$ cat src/hdl/pulse_meter_command_responder_defines.svh
// Assertion macros shared by the pulse meter command responder modules.
`ifndef PULSE_METER_COMMAND_RESPONDER_DEFINES_SVH
`define PULSE_METER_COMMAND_RESPONDER_DEFINES_SVH

`ifndef SYNTHESIS
`define PMCR_ASSERT(lbl, cond, msg) \
  lbl: assert property (@(posedge clk) disable iff (!rst_n) (cond)) else $error(msg);
`define PMCR_ASSERT_IMPL(lbl, ante, cons, msg) \
  lbl: assert property (@(posedge clk) disable iff (!rst_n) (ante) |-> (cons)) else $error(msg);
`define PMCR_ASSERT_NEXT(lbl, ante, cons, msg) \
  lbl: assert property (@(posedge clk) disable iff (!rst_n) (ante) |=> (cons)) else $error(msg);
`else
`define PMCR_ASSERT(lbl, cond, msg)
`define PMCR_ASSERT_IMPL(lbl, ante, cons, msg)
`define PMCR_ASSERT_NEXT(lbl, ante, cons, msg)
`endif

`endif

$ cat src/hdl/pmcr_pkg.sv
package pmcr_pkg;

  localparam int unsigned VAL_W     = 16;
  localparam int unsigned CFG_IDX_W = 2;
  localparam int unsigned REQ_DEPTH = 2;

  localparam logic [VAL_W-1:0] PULSE_HOLDOFF_RESET   = 16'd781;
  localparam logic [VAL_W-1:0] RELEASE_HOLDOFF_RESET = 16'd156;

  localparam logic [CFG_IDX_W-1:0] REG_PULSE_HOLDOFF   = 2'd0;
  localparam logic [CFG_IDX_W-1:0] REG_RELEASE_HOLDOFF = 2'd1;

  typedef enum logic [1:0] {
    CMD_TICK          = 2'd0,
    CMD_READ_INTERVAL = 2'd1,
    CMD_READ_COUNT    = 2'd2,
    CMD_UNKNOWN       = 2'd3
  } cmd_t;

  // One queued reply: either a number to print or the error text.
  typedef struct packed {
    logic             is_err;
    logic [VAL_W-1:0] value;
  } req_t;

  localparam logic [7:0] DIGIT_BASE = 8'h30;
  localparam logic [7:0] CHAR_CR    = 8'h0D;
  localparam logic [7:0] ERR_TEXT [3] = '{8'h45, 8'h52, 8'h52};

  // Multiples 0..9 of each decimal weight, from ten thousands down to tens.
  localparam logic [16:0] DEC_MULT [4][10] = '{
    '{17'd0, 17'd10000, 17'd20000, 17'd30000, 17'd40000,
      17'd50000, 17'd60000, 17'd70000, 17'd80000, 17'd90000},
    '{17'd0, 17'd1000, 17'd2000, 17'd3000, 17'd4000,
      17'd5000, 17'd6000, 17'd7000, 17'd8000, 17'd9000},
    '{17'd0, 17'd100, 17'd200, 17'd300, 17'd400,
      17'd500, 17'd600, 17'd700, 17'd800, 17'd900},
    '{17'd0, 17'd10, 17'd20, 17'd30, 17'd40,
      17'd50, 17'd60, 17'd70, 17'd80, 17'd90}
  };

  // Decimal digit at the given weight, for a remainder below ten times it.
  function automatic logic [3:0] dec_digit(logic [VAL_W-1:0] x, logic [1:0] pw);
    logic [3:0] d;
    d = 4'd0;
    for (int k = 1; k < 10; k++) begin
      if ({1'b0, x} >= DEC_MULT[pw][k]) begin
        d = 4'(k);
      end
    end
    return d;
  endfunction

endpackage

$ cat src/hdl/pulse_meter_command_responder.sv
// Pulse meter with a text command responder.
// Input channel: in_command and in_sensor_low are taken at an edge where in_push is high
// and in_full is low. Tick items (command 0) update the interval timer, holdoff and pulse
// count in that same cycle and produce nothing; one tick can be taken every clock while in_full is low.
// Commands 1 (read interval), 2 (read and clear count) and 3 (unknown) take a snapshot
// at acceptance and place it in a two-entry request queue; in_full is high while that
// queue is full, and then no item of any kind is taken.
// Result channel: one item per reply character on out_reply_char, out_last high on the
// closing carriage return; out_empty low means an item waits, out_pop takes it.
// The emitter produces one decimal digit per cycle, while the output register can take
// it, from a table of weight multiples; a reply runs at one character per cycle
// while out_pop is held high.
// When the receiver stalls, the character is held in the output register, the emitter
// waits, the request queue fills, and in_full then holds off further items.
// cfg_index 0 writes the pulse holdoff, 1 the release holdoff; cfg_ready is always high.
// Reset (rst_n low at a clock edge) empties both queues, clears timer, interval, count,
// lock and holdoff, and loads the holdoff registers with 781 and 156 ticks.
module pulse_meter_command_responder #(
  parameter int unsigned REQ_DEPTH = pmcr_pkg::REQ_DEPTH
) (
  input  logic                           clk,
  input  logic                           rst_n,
  input  logic                           in_push,
  input  logic [1:0]                     in_command,
  input  logic                           in_sensor_low,
  output logic                           in_full,
  output logic                           out_empty,
  input  logic                           out_pop,
  output logic [7:0]                     out_reply_char,
  output logic                           out_last,
  input  logic                           cfg_valid,
  output logic                           cfg_ready,
  input  logic [pmcr_pkg::CFG_IDX_W-1:0] cfg_index,
  input  logic [pmcr_pkg::VAL_W-1:0]     cfg_data
);

  logic           req_push, req_full, req_pop, req_empty;
  pmcr_pkg::req_t req_data, req_head;

  pmcr_front u_front (
    .clk           (clk),
    .rst_n         (rst_n),
    .in_push       (in_push),
    .in_command    (in_command),
    .in_sensor_low (in_sensor_low),
    .in_full       (in_full),
    .cfg_valid     (cfg_valid),
    .cfg_index     (cfg_index),
    .cfg_data      (cfg_data),
    .cfg_ready     (cfg_ready),
    .req_full      (req_full),
    .req_push      (req_push),
    .req_data      (req_data)
  );

  pmcr_reqq #(
    .DEPTH (REQ_DEPTH)
  ) u_reqq (
    .clk       (clk),
    .rst_n     (rst_n),
    .push      (req_push),
    .push_data (req_data),
    .full      (req_full),
    .pop       (req_pop),
    .empty     (req_empty),
    .head      (req_head)
  );

  pmcr_emit u_emit (
    .clk            (clk),
    .rst_n          (rst_n),
    .req_empty      (req_empty),
    .req_head       (req_head),
    .req_pop        (req_pop),
    .out_empty      (out_empty),
    .out_reply_char (out_reply_char),
    .out_last       (out_last),
    .out_pop        (out_pop)
  );

endmodule

$ cat src/hdl/pmcr_front.sv
`include "pulse_meter_command_responder_defines.svh"

module pmcr_front (
  input  logic                           clk,
  input  logic                           rst_n,
  input  logic                           in_push,
  input  logic [1:0]                     in_command,
  input  logic                           in_sensor_low,
  output logic                           in_full,
  input  logic                           cfg_valid,
  input  logic [pmcr_pkg::CFG_IDX_W-1:0] cfg_index,
  input  logic [pmcr_pkg::VAL_W-1:0]     cfg_data,
  output logic                           cfg_ready,
  input  logic                           req_full,
  output logic                           req_push,
  output pmcr_pkg::req_t                 req_data
);

  logic [pmcr_pkg::VAL_W-1:0] pulse_holdoff_r, release_holdoff_r;
  logic [pmcr_pkg::VAL_W-1:0] timer_r, timer_nxt;
  logic [pmcr_pkg::VAL_W-1:0] interval_r, interval_nxt;
  logic [pmcr_pkg::VAL_W-1:0] count_r, count_nxt;
  logic [pmcr_pkg::VAL_W-1:0] holdoff_r, holdoff_nxt;
  logic                       locked_r, locked_nxt;
  logic [pmcr_pkg::VAL_W-1:0] timer_inc;
  logic                       accept;
  pmcr_pkg::cmd_t             cmd;

  assign cmd       = pmcr_pkg::cmd_t'(in_command);
  assign in_full   = req_full;
  assign accept    = in_push && !req_full;
  assign cfg_ready = 1'b1;
  assign timer_inc = timer_r + 1'b1;

  always_comb begin
    timer_nxt    = timer_r;
    interval_nxt = interval_r;
    count_nxt    = count_r;
    holdoff_nxt  = holdoff_r;
    locked_nxt   = locked_r;
    req_push     = 1'b0;
    req_data     = '{is_err: 1'b0, value: interval_r};
    if (accept) begin
      unique case (cmd)
        pmcr_pkg::CMD_TICK: begin
          timer_nxt = timer_inc;
          if (holdoff_r != '0) begin
            holdoff_nxt = holdoff_r - 1'b1;
          end else if (in_sensor_low) begin
            if (!locked_r) begin
              count_nxt    = count_r + 1'b1;
              interval_nxt = timer_inc;
              timer_nxt    = '0;
              locked_nxt   = 1'b1;
              holdoff_nxt  = pulse_holdoff_r;
            end
          end else begin
            locked_nxt  = 1'b0;
            holdoff_nxt = release_holdoff_r;
          end
        end
        pmcr_pkg::CMD_READ_INTERVAL: begin
          req_push = 1'b1;
        end
        pmcr_pkg::CMD_READ_COUNT: begin
          req_push       = 1'b1;
          req_data.value = count_r;
          count_nxt      = '0;
        end
        default: begin
          req_push        = 1'b1;
          req_data.is_err = 1'b1;
        end
      endcase
    end
  end

  always_ff @(posedge clk) begin
    if (!rst_n) begin
      pulse_holdoff_r   <= pmcr_pkg::PULSE_HOLDOFF_RESET;
      release_holdoff_r <= pmcr_pkg::RELEASE_HOLDOFF_RESET;
      timer_r           <= '0;
      interval_r        <= '0;
      count_r           <= '0;
      holdoff_r         <= '0;
      locked_r          <= 1'b0;
    end else begin
      if (cfg_valid && cfg_ready) begin
        if (cfg_index == pmcr_pkg::REG_PULSE_HOLDOFF) begin
          pulse_holdoff_r <= cfg_data;
        end else if (cfg_index == pmcr_pkg::REG_RELEASE_HOLDOFF) begin
          release_holdoff_r <= cfg_data;
        end
      end
      timer_r    <= timer_nxt;
      interval_r <= interval_nxt;
      count_r    <= count_nxt;
      holdoff_r  <= holdoff_nxt;
      locked_r   <= locked_nxt;
    end
  end

  `PMCR_ASSERT_NEXT(a_count_cleared, accept && cmd == pmcr_pkg::CMD_READ_COUNT, count_r == '0, "count not cleared after read")
  `PMCR_ASSERT_IMPL(a_tick_no_reply, accept && cmd == pmcr_pkg::CMD_TICK, !req_push, "tick item queued a reply")

endmodule

$ cat src/hdl/pmcr_reqq.sv
`include "pulse_meter_command_responder_defines.svh"

module pmcr_reqq #(
  parameter int unsigned DEPTH = pmcr_pkg::REQ_DEPTH
) (
  input  logic           clk,
  input  logic           rst_n,
  input  logic           push,
  input  pmcr_pkg::req_t push_data,
  output logic           full,
  input  logic           pop,
  output logic           empty,
  output pmcr_pkg::req_t head
);

  localparam int unsigned PTR_W = (DEPTH > 1) ? $clog2(DEPTH) : 1;
  localparam int unsigned CNT_W = $clog2(DEPTH + 1);

  pmcr_pkg::req_t   mem [DEPTH];
  logic [PTR_W-1:0] wr_ptr_r, rd_ptr_r;
  logic [CNT_W-1:0] count_r;
  logic             do_push, do_pop;

  assign full    = (count_r == CNT_W'(DEPTH));
  assign empty   = (count_r == '0);
  assign do_push = push && !full;
  assign do_pop  = pop && !empty;
  assign head    = mem[rd_ptr_r];

  always_ff @(posedge clk) begin
    if (do_push) begin
      mem[wr_ptr_r] <= push_data;
    end
  end

  always_ff @(posedge clk) begin
    if (!rst_n) begin
      wr_ptr_r <= '0;
      rd_ptr_r <= '0;
      count_r  <= '0;
    end else begin
      if (do_push) begin
        wr_ptr_r <= (wr_ptr_r == PTR_W'(DEPTH - 1)) ? '0 : wr_ptr_r + 1'b1;
      end
      if (do_pop) begin
        rd_ptr_r <= (rd_ptr_r == PTR_W'(DEPTH - 1)) ? '0 : rd_ptr_r + 1'b1;
      end
      if (do_push && !do_pop) begin
        count_r <= count_r + 1'b1;
      end else if (do_pop && !do_push) begin
        count_r <= count_r - 1'b1;
      end
    end
  end

  `PMCR_ASSERT_IMPL(a_no_pop_empty, pop, !empty, "request queue popped while empty")

endmodule

$ cat src/hdl/pmcr_emit.sv
`include "pulse_meter_command_responder_defines.svh"

module pmcr_emit (
  input  logic           clk,
  input  logic           rst_n,
  input  logic           req_empty,
  input  pmcr_pkg::req_t req_head,
  output logic           req_pop,
  output logic           out_empty,
  output logic [7:0]     out_reply_char,
  output logic           out_last,
  input  logic           out_pop
);

  typedef enum logic [2:0] {
    ST_IDLE,
    ST_DEC,
    ST_ONES,
    ST_CR,
    ST_ERR
  } state_t;

  state_t                     state_r, state_nxt;
  logic [pmcr_pkg::VAL_W-1:0] x_r, x_nxt;
  logic [1:0]                 idx_r, idx_nxt;
  logic                       started_r, started_nxt;
  logic                       ov_r, ov_nxt;
  logic [7:0]                 char_r, char_nxt;
  logic                       last_r, last_nxt;
  logic                       step;
  logic [3:0]                 digit;
  logic [16:0]                digit_weight;

  // The output register takes a new item when it is empty or being drained.
  assign step           = !ov_r || out_pop;
  assign digit          = pmcr_pkg::dec_digit(x_r, idx_r);
  assign digit_weight   = pmcr_pkg::DEC_MULT[idx_r][digit];
  assign out_empty      = !ov_r;
  assign out_reply_char = char_r;
  assign out_last       = last_r;

  always_comb begin
    state_nxt   = state_r;
    x_nxt       = x_r;
    idx_nxt     = idx_r;
    started_nxt = started_r;
    ov_nxt      = step ? 1'b0 : ov_r;
    char_nxt    = char_r;
    last_nxt    = last_r;
    req_pop     = 1'b0;
    unique case (state_r)
      ST_IDLE: begin
        if (!req_empty) begin
          req_pop     = 1'b1;
          x_nxt       = req_head.value;
          idx_nxt     = '0;
          started_nxt = 1'b0;
          state_nxt   = req_head.is_err ? ST_ERR : ST_DEC;
        end
      end
      ST_DEC: begin
        if (step) begin
          x_nxt = x_r - digit_weight[pmcr_pkg::VAL_W-1:0];
          // Leading zeros are dropped until the first nonzero digit.
          if (digit != 4'd0 || started_r) begin
            ov_nxt      = 1'b1;
            char_nxt    = pmcr_pkg::DIGIT_BASE + {4'd0, digit};
            last_nxt    = 1'b0;
            started_nxt = 1'b1;
          end
          if (idx_r == 2'd3) begin
            state_nxt = ST_ONES;
          end else begin
            idx_nxt = idx_r + 1'b1;
          end
        end
      end
      ST_ONES: begin
        if (step) begin
          ov_nxt    = 1'b1;
          char_nxt  = pmcr_pkg::DIGIT_BASE + {4'd0, x_r[3:0]};
          last_nxt  = 1'b0;
          state_nxt = ST_CR;
        end
      end
      ST_CR: begin
        if (step) begin
          ov_nxt    = 1'b1;
          char_nxt  = pmcr_pkg::CHAR_CR;
          last_nxt  = 1'b1;
          state_nxt = ST_IDLE;
        end
      end
      ST_ERR: begin
        if (step) begin
          ov_nxt   = 1'b1;
          char_nxt = pmcr_pkg::ERR_TEXT[idx_r];
          last_nxt = 1'b0;
          if (idx_r == 2'd2) begin
            state_nxt = ST_CR;
          end else begin
            idx_nxt = idx_r + 1'b1;
          end
        end
      end
      default: begin
        state_nxt = ST_IDLE;
      end
    endcase
  end

  always_ff @(posedge clk) begin
    if (!rst_n) begin
      state_r   <= ST_IDLE;
      ov_r      <= 1'b0;
      idx_r     <= '0;
      started_r <= 1'b0;
    end else begin
      state_r   <= state_nxt;
      ov_r      <= ov_nxt;
      idx_r     <= idx_nxt;
      started_r <= started_nxt;
    end
    x_r    <= x_nxt;
    char_r <= char_nxt;
    last_r <= last_nxt;
  end

  `PMCR_ASSERT_IMPL(a_last_is_cr, !out_empty && out_last, out_reply_char == pmcr_pkg::CHAR_CR, "last item is not a carriage return")
  `PMCR_ASSERT_IMPL(a_pop_in_idle, req_pop, state_r == ST_IDLE, "request taken while a reply is in progress")

endmodule
$ cat config.mk
export PLATFORM = sky130hd
export DESIGN_NAME = pulse_meter_command_responder
export DESIGN_NICKNAME = d
export VERILOG_FILES = /design/src/hdl/pmcr_pkg.sv /design/src/hdl/pulse_meter_command_responder.sv /design/src/hdl/pmcr_front.sv /design/src/hdl/pmcr_reqq.sv /design/src/hdl/pmcr_emit.sv
export VERILOG_INCLUDE_DIRS = /design/src /design/src/hdl
export SDC_FILE = /design/constraint.sdc
export NUM_CORES = 1
export LEC_CHECK = 0
export ABC_AREA = 1
export BUFFER_PORTS_ARGS = -buffer_cell sky130_fd_sc_hd__buf_2
export CAP_MARGIN = 20
export CORE_ASPECT_RATIO = 0.8
export CORE_MARGIN = 2
export CORE_UTILIZATION = 30
export CTS_CLUSTER_DIAMETER = 30
export DETAILED_ROUTE_END_ITERATION = 8
export HOLD_SLACK_MARGIN = 0.06
export SLEW_MARGIN = 25
export SYNTH_ARGS = -nofsm -noshare
export SYNTH_HDL_FRONTEND = slang
export SYNTH_HIERARCHICAL = 1
export SYNTH_SLANG_ARGS = --single-unit
$ cat constraint.sdc
create_clock -name clk -period 7.78 [get_ports clk]
set_input_delay 0.389 -clock clk [delete_from_list [all_inputs] [get_ports clk]]
set_output_delay 0.389 -clock clk [all_outputs]
set_load 0.005 [all_outputs]
==> flow_metrics.env, run 1 <==
export IMPL_yosys_top_cells_count="nand2_1 (408), nor2_1 (224), inv_1 (155), a21oi_1 (126), o21ai_0 (124)"
export IMPL_worstHoldStart="cfg_data[3]"
export IMPL_crit_slowest_cell="dfxtp_1"
export IMPL_finalCritPeriodShare_pct=81.40
export IMPL_final_nets=1799
export IMPL_yosys_area_top_type="dfxtp_1"
export IMPL_yosysMostFrequentCell="nand2_1"
export IMPL_cp_arrival_ps=6530
export IMPL_outcome="completed"
export IMPL_slew_viol_final=0
export IMPL_yosysSeqAreaShare_pct=33.33
export IMPL_drt_wl_total_mm=33.36
export IMPL_die_x_um=225.5
export IMPL_relSlewSlack_pct=35.37
export IMPL_critPathMostFrequentCell="nand2_1"
export IMPL_dp_cells=2159
export IMPL_whs_endpoint="u_front/release_holdoff_r[3]"
export IMPL_grt_ovfl_total=0
export IMPL_cts_made_buffers=17
export IMPL_clkSlewWorstSetupHoldPaths_ps=70
export IMPL_synth_edf_count=58
export IMPL_ant_nets=0
export IMPL_row_count=64
export IMPL_mappedNetlistNets=1783
export IMPL_yosysUniqueCellTypes=55
export IMPL_h_tree_depth=4
export IMPL_postCtsSetupBuffers=0
export IMPL_wl_per_cell_um=15.23
export IMPL_diodes=0
export IMPL_fin_tns_setup_ps=0
export IMPL_reg2reg_depth=37
export IMPL_gp_congestion=0.9811
export IMPL_synthTopCellsByArea="dfxtp_1 (19%), edfxtp_1 (15%), nand2_1 (13%), ha_1 (9.6%), nor2_1 (7.1%)"
export IMPL_cp_top_family="simple AND/OR/NAND/NOR gates"
export IMPL_hold_buffers=0
export IMPL_cpPeakStageDelay_ps=630
export IMPL_ys_seq_elements=167
export IMPL_synth_top_area_share_pct=18.54
export IMPL_grt_usage_pct=16.59
export IMPL_num_vias=11060
export IMPL_fp_dieH_um=181.2
export IMPL_layout_cells_non_filler=2191
export IMPL_hold_viol=0
export IMPL_drive_above_1_share_pct=9.434
export IMPL_cts_resized=0
export IMPL_grt_max_degree=68
export IMPL_syn_area_per_cell_um2=7.061
export IMPL_critPathKind="register to register"
export IMPL_boundaryPins=38
export IMPL_async_reset_ff_share_pct=0
export IMPL_drc_errors=0
export IMPL_numClockSinks=167
export IMPL_min_path_cells=3
export IMPL_antenna_found_initial=0
export IMPL_worstPathMaxFanout=16
export IMPL_initial_core_util_pct=30.63
export IMPL_grt_pass1_vias=10290
export IMPL_first_pass_iters=8
export IMPL_maxCapViolations=0
export IMPL_r2r_start="u_emit/idx_r[1]"
export IMPL_clock_skew_ps=12.95
export IMPL_grt_pass1_wl_mm=54.10
export IMPL_path_buf_inv=3
export IMPL_yosysWarnings=6
export IMPL_r2r_setup_slack_ps=1450
export IMPL_synthCells=1667
export IMPL_core_area_um2=38440
export IMPL_clk_latency_ps=440
export IMPL_clockRootBuffer="clkbuf_16"
export IMPL_synth_flop_cell="dfxtp_1"
export IMPL_netlist_area_um2=11770
export IMPL_fmax_ghz=0.1579
export IMPL_io_buffers=35
export IMPL_dr_first_iter_drc_count=985
export IMPL_setup_viol=0
export IMPL_regToRegEndpoint="u_emit/x_r[15]"
export IMPL_vias_per_cell=5.046
export IMPL_design_die_area_um2=40850
export IMPL_worstPathRequired_ps=7980
export IMPL_end_kind="register"
export IMPL_fin_crit_ps=6333
export IMPL_place_hpwl_mm=25.16
export IMPL_holdCritPathClass="input pin to register"
export IMPL_rsz0062_at_grt="no"
export IMPL_cts_tree="done"
export IMPL_tightestPinTransition_ps=968.1
export IMPL_worst_setup_path_start_kind="register"
export IMPL_clk_path_buf_depth=2
export IMPL_area_growth_syn_to_layout_pct=10.09
==> kinds of logic (layout without fill, tap and decap cells) <==
family / after synthesis / count (layout) / share of synthesized area (%)
DFF: 167 / 167 / 33.33
xor gates and xnor gates: 25 / 25 / 1.860
other: 2 / 2 / 0.06380
buffers and inverters: 218 / 247 / 7.951
and+or+nand+nor: 843 / 843 / 31.05
muxes: 21 / 21 / 2.285
adders and majority gates: 90 / 90 / 9.566
AOI/OAI and AO/OA: 301 / 301 / 13.89
==> flip-flops by register name, summed over array words and instances, names as in the netlist, named ones only <==
register,cells
u_front/holdoff_r,16
u_reqq/wr_ptr_r,1
u_front/release_holdoff_r,16
u_emit/out_last,1
u_emit/out_reply_char,7
u_front/interval_r,16
u_front/count_r,16
u_front/locked_r,1
u_emit/started_r,1
u_reqq/count_r,2
u_reqq/rd_ptr_r,1
u_emit/ov_r,1
u_front/timer_r,16
u_emit/idx_r,2
u_emit/state_r,3
u_emit/x_r,16
u_front/pulse_holdoff_r,16
u_reqq/mem,34
==> cell type report <==
class,count,area [µm²]
Clock buffer,19,457.9
Clock inverter,13,161.4
Sequential cell,167,3924
Inverter,171,641.9
Timing Repair Buffer,44,242.7
Tap cell,495,619.3
Fill cell,4136,25480
Multi-Input combinational cell,1282,6912
==> worst max-delay path by stage <==
stage	start	to	slack [ps]	cells past startpoint
2_1_floorplan	u_emit/idx_r[1]	u_emit/x_r[12]	2870	37
3_3_place_gp	u_emit/idx_r[1]	u_emit/x_r[15]	1590	37
3_5_place_dp	u_emit/idx_r[1]	u_emit/x_r[15]	1580	37
4_1_cts	u_emit/idx_r[1]	u_emit/x_r[15]	1570	37
5_1_grt	u_emit/idx_r[1]	u_emit/x_r[12]	840	34
6_report	u_emit/idx_r[1]	u_emit/x_r[15]	1450	37
==> worst min-delay path: stages <==
cell and delay [ps]:
buf_2 90, nand2_1 40, nand3_1 50
==> cell usage in the layout (no fill, tap or decap), types with 18 or more instances in the layout <==
master and n:
clkbuf_16 18, xor2_1 19, nand4_1 24, buf_2 35, nand3_1 113, inv_1 155, a21oi_1 126, edfxtp_1 58
nand2_1 408, dfxtp_1 109, nor3_1 18, ha_1 90, nor2_1 224, o21ai_0 124
==> layer usage <==
| metal | global-route usage, % | vias up | share of wire, % |
|---|---|---|---|
| met4 | 3.523 | 0 | 1.2 |
| li1 | - | 5577 | - |
| met5 | 0 | - | 0 |
| met1 | 24.38 | 5102 | 51 |
| met2 | 24.59 | 345 | 41 |
| met3 | 3.708 | 32 | 6.7 |
==> stage by stage <==
stage,util (%),setup WS (ps),cell area (µm²),hold slack (ps)
after CTS,33.71,1567,12960,138.4
after global routing,33.71,843.7,12960,161.0
final,33.71,1447,12960,161.3
after detailed placement,32.10,1576,12340,445.3
after floorplan,-,2869,11770,423.6
after global placement,32.10,1595,12340,437.1
Power of run 1 is not shown: default switching activity piles up to over one toggle a cycle in this logic, so the estimate is an artifact.
==> run 2: changes to the inputs <==
ABC_AREA = 0   (was 1)
clock period = 5.1 ns   (was 7.78 ns; I/O delays follow)
==> run 2 against run 1 <==
  * The flow now finishes with violations (setup timing)
  * Core utilization is 5.6 points higher
  * Die area is 1.6% lower
  * Setup slack lost 1700 ps
  * Count of clock-buffer cells in the layout rose by 5
  * Highest routed layer unchanged
==> flow_metrics.env, run 2 <==
export IMPL_outcome="complete, but fails checks"
export IMPL_violations="setup timing"
export IMPL_row_count=64
export IMPL_post_route_cell_area_um2=14970
export IMPL_synthCells=1314
export IMPL_yosys_top_cells_count="nand2_1 (156), a21oi_1 (113), dfxtp_1 (109), ha_1 (90), o21ai_0 (81)"
export IMPL_end_kind="register"
export IMPL_fin_crit_ps=5388
export IMPL_dr_first_iter_drc_count=837
export IMPL_grt_pass1_vias=10480
export IMPL_syn_area_per_cell_um2=8.812
export IMPL_mappedNetlistNets=1430
export IMPL_area_growth_syn_to_layout_pct=29.30
export IMPL_setup_viol=6
export IMPL_nFillCells=3808
export IMPL_clk_path_buf_depth=2
export IMPL_core_area_um2=38120
export IMPL_grt_pass1_wl_mm=56.87
export IMPL_diodes=0
export IMPL_clockRootBuffer="clkbuf_16"
export IMPL_clkSlewWorstSetupHoldPaths_ps=60
export IMPL_worst_setup_path_start_kind="register"
export IMPL_gp_congestion=0.8748
export IMPL_synthTopCellsByArea="dfxtp_1 (19%), edfxtp_1 (15%), ha_1 (9.7%), nand2_1 (5.1%), a21oi_1 (4.9%)"
export IMPL_final_nets=1635
export IMPL_cts_made_buffers=17
export IMPL_place_hpwl_mm=26.28
export IMPL_synth_flop_cell="dfxtp_1"
export IMPL_ant_nets=0
export IMPL_antenna_found_initial=0
export IMPL_ys_seq_elements=167
export IMPL_yosysMostFrequentCell="nand2_1"
export IMPL_cp_arrival_ps=5570
export IMPL_placed_cell_area_um2=13560
export IMPL_fin_ws_ps=-287.9
export IMPL_fp_dieH_um=179.7
export IMPL_hold_viol=0
export IMPL_drt_wl_total_mm=35.74
export IMPL_numClockSinks=167
export IMPL_boundaryPins=38
export IMPL_rsz0062_at_grt="yes"
export IMPL_grt_ovfl_total=0
export IMPL_layout_cells_non_filler=2027
export IMPL_async_reset_ff_share_pct=0
export IMPL_slew_viol_final=0
export IMPL_h_tree_depth=4
export IMPL_worstPathRequired_ps=5280
export IMPL_yosysUniqueCellTypes=105
export IMPL_finalCritPeriodShare_pct=105.6
export IMPL_netlist_area_um2=11580
export IMPL_critPathKind="register to register"
export IMPL_yosysSeqAreaShare_pct=33.89
export IMPL_synth_edf_count=58
export IMPL_design_die_area_um2=40190
export IMPL_grt_usage_pct=17.58
export IMPL_cts_tree="done"
export IMPL_worstPathMaxFanout=7
export IMPL_wl_per_cell_um=17.63
export IMPL_yosys_area_top_type="dfxtp_1"
export IMPL_synth_top_area_share_pct=18.85
export IMPL_clk_latency_ps=430
export IMPL_layout_common_cells="buf_4 (195), nand2_1 (153), a21oi_1 (107), dfxtp_1 (107), ha_1 (76)"
export IMPL_yosysWarnings=6
export IMPL_largest_reg_flops=34
export IMPL_num_vias=11000
export IMPL_regMostFlops="u_reqq/mem"
export IMPL_holdCritPathClass="input pin to register"
export IMPL_first_pass_iters=5
export IMPL_die_x_um=223.6
export IMPL_layout_commonest_cell="buf_4"
export IMPL_fmax_ghz=0.1856
export IMPL_drc_errors=0
export IMPL_tightestPinTransition_ps=875.7
export IMPL_vias_per_cell=5.427
export IMPL_clock_skew_ps=8.012
export IMPL_drive_above_1_share_pct=29.63
export IMPL_initial_core_util_pct=30.38
export IMPL_relSlewSlack_pct=41.62
export IMPL_maxCapViolations=0
export IMPL_grt_max_degree=56
export IMPL_io_buffers=35
export IMPL_dp_cells=1954
## run 2: kinds of logic (layout without fill, tap and decap cells)
kind of cell,Yosys count,count (layout),synth area share (%)
multiplexers,58,58,5.479
other,2,2,0.06486
buffers and inverters,106,324,4.074
AND/OR/NAND/NOR,457,457,20.81
XOR/XNOR,29,29,2.312
adder cells (fa/ha/maj),90,90,9.726
flip-flops,167,167,33.89
AO/OA/AOI/OAI,405,405,23.64
## run 2: per-layer routing
layer | share of wire, % | global-route usage, % | wire length (µm)
met5 | 0 | 0 | 0
met4 | 1.5 | 4.853 | 550
met3 | 5.9 | 2.076 | 2096
met2 | 43 | 25.84 | 15230
met1 | 50 | 26.83 | 17870
## run 2: path summary, 6_finish.rpt
| check | cells past startpoint | slack, ps | from | to |
|---|---|---|---|---|
| worst max-delay path | 26 | -290 | u_emit/idx_r[1] | u_emit/x_r[15] |
| worst min-delay path | 3 | 80 | cfg_data[13] | u_front/pulse_holdoff_r[13] |
| worst max register to register | 26 | -290 | u_emit/idx_r[1] | u_emit/x_r[15] |
| worst min register to register | 2 | 450 | u_front/pulse_holdoff_r[14] | u_front/pulse_holdoff_r[14] |
## run 2: worst max-delay path, stage by stage (launching register included)
cell and delay [ps]:
dfxtp_4 360, clkinvlp_4 100, ha_4 180, inv_4 110, buf_4 170, ha_1 280
buf_4 170, nand2_1 60, o211a_1 240, nand2_2 100, o311ai_4 350, nand2_4 100
a211oi_4 280, buf_12 170, mux2i_4 240, nor2_2 50, a311oi_2 290, ha_1 300
and2_4 150, a22o_1 190, a211o_1 280, a31oi_2 200, nor2b_1 70, o21ai_1 170
a21oi_1 90, xnor3_1 180, mux2_4 260
## run 2: layout make-up
cell class | instances | area [µm²] | area share (%)
sequential | 167 | 3929 | 26.24
tap | 495 | 619.3 | 4.137
clock buffer | 24 | 545.5 | 3.644
timing repair buffer | 253 | 1916 | 12.80
timing repair inverter | 1 | 3.754 | 0.02507
inverter | 38 | 160.2 | 1.070
multi-input combinational | 1041 | 7740 | 51.70
clock inverter | 8 | 57.56 | 0.3845
## run 2: stage by stage
stage               util (%)  hold slack, ps  TNS [ps]  setup slack, ps
floorplan                  -           372.6     -1538           -479.1
global placement       35.59           440.0     -1973           -459.0
detailed placement     35.59           446.6     -2164           -497.3
CTS                    38.51           60.26    -634.1           -242.9
global route           39.28           76.88     -3129           -529.4
finish                 39.28           80.04     -1225           -287.9
## run 2: what timing repair did
action | in CTS | in global routing
resized for setup | 55 | 47
endpoints found under the setup margin | 9 | 10
hold buffers | 9 | 0
endpoints found under the hold margin | 17 | 0
buffers inserted | 20 | 12
pin swaps | 38 | 30
gates cloned | 2 | 0
Power of run 2 is left out for the same reason.
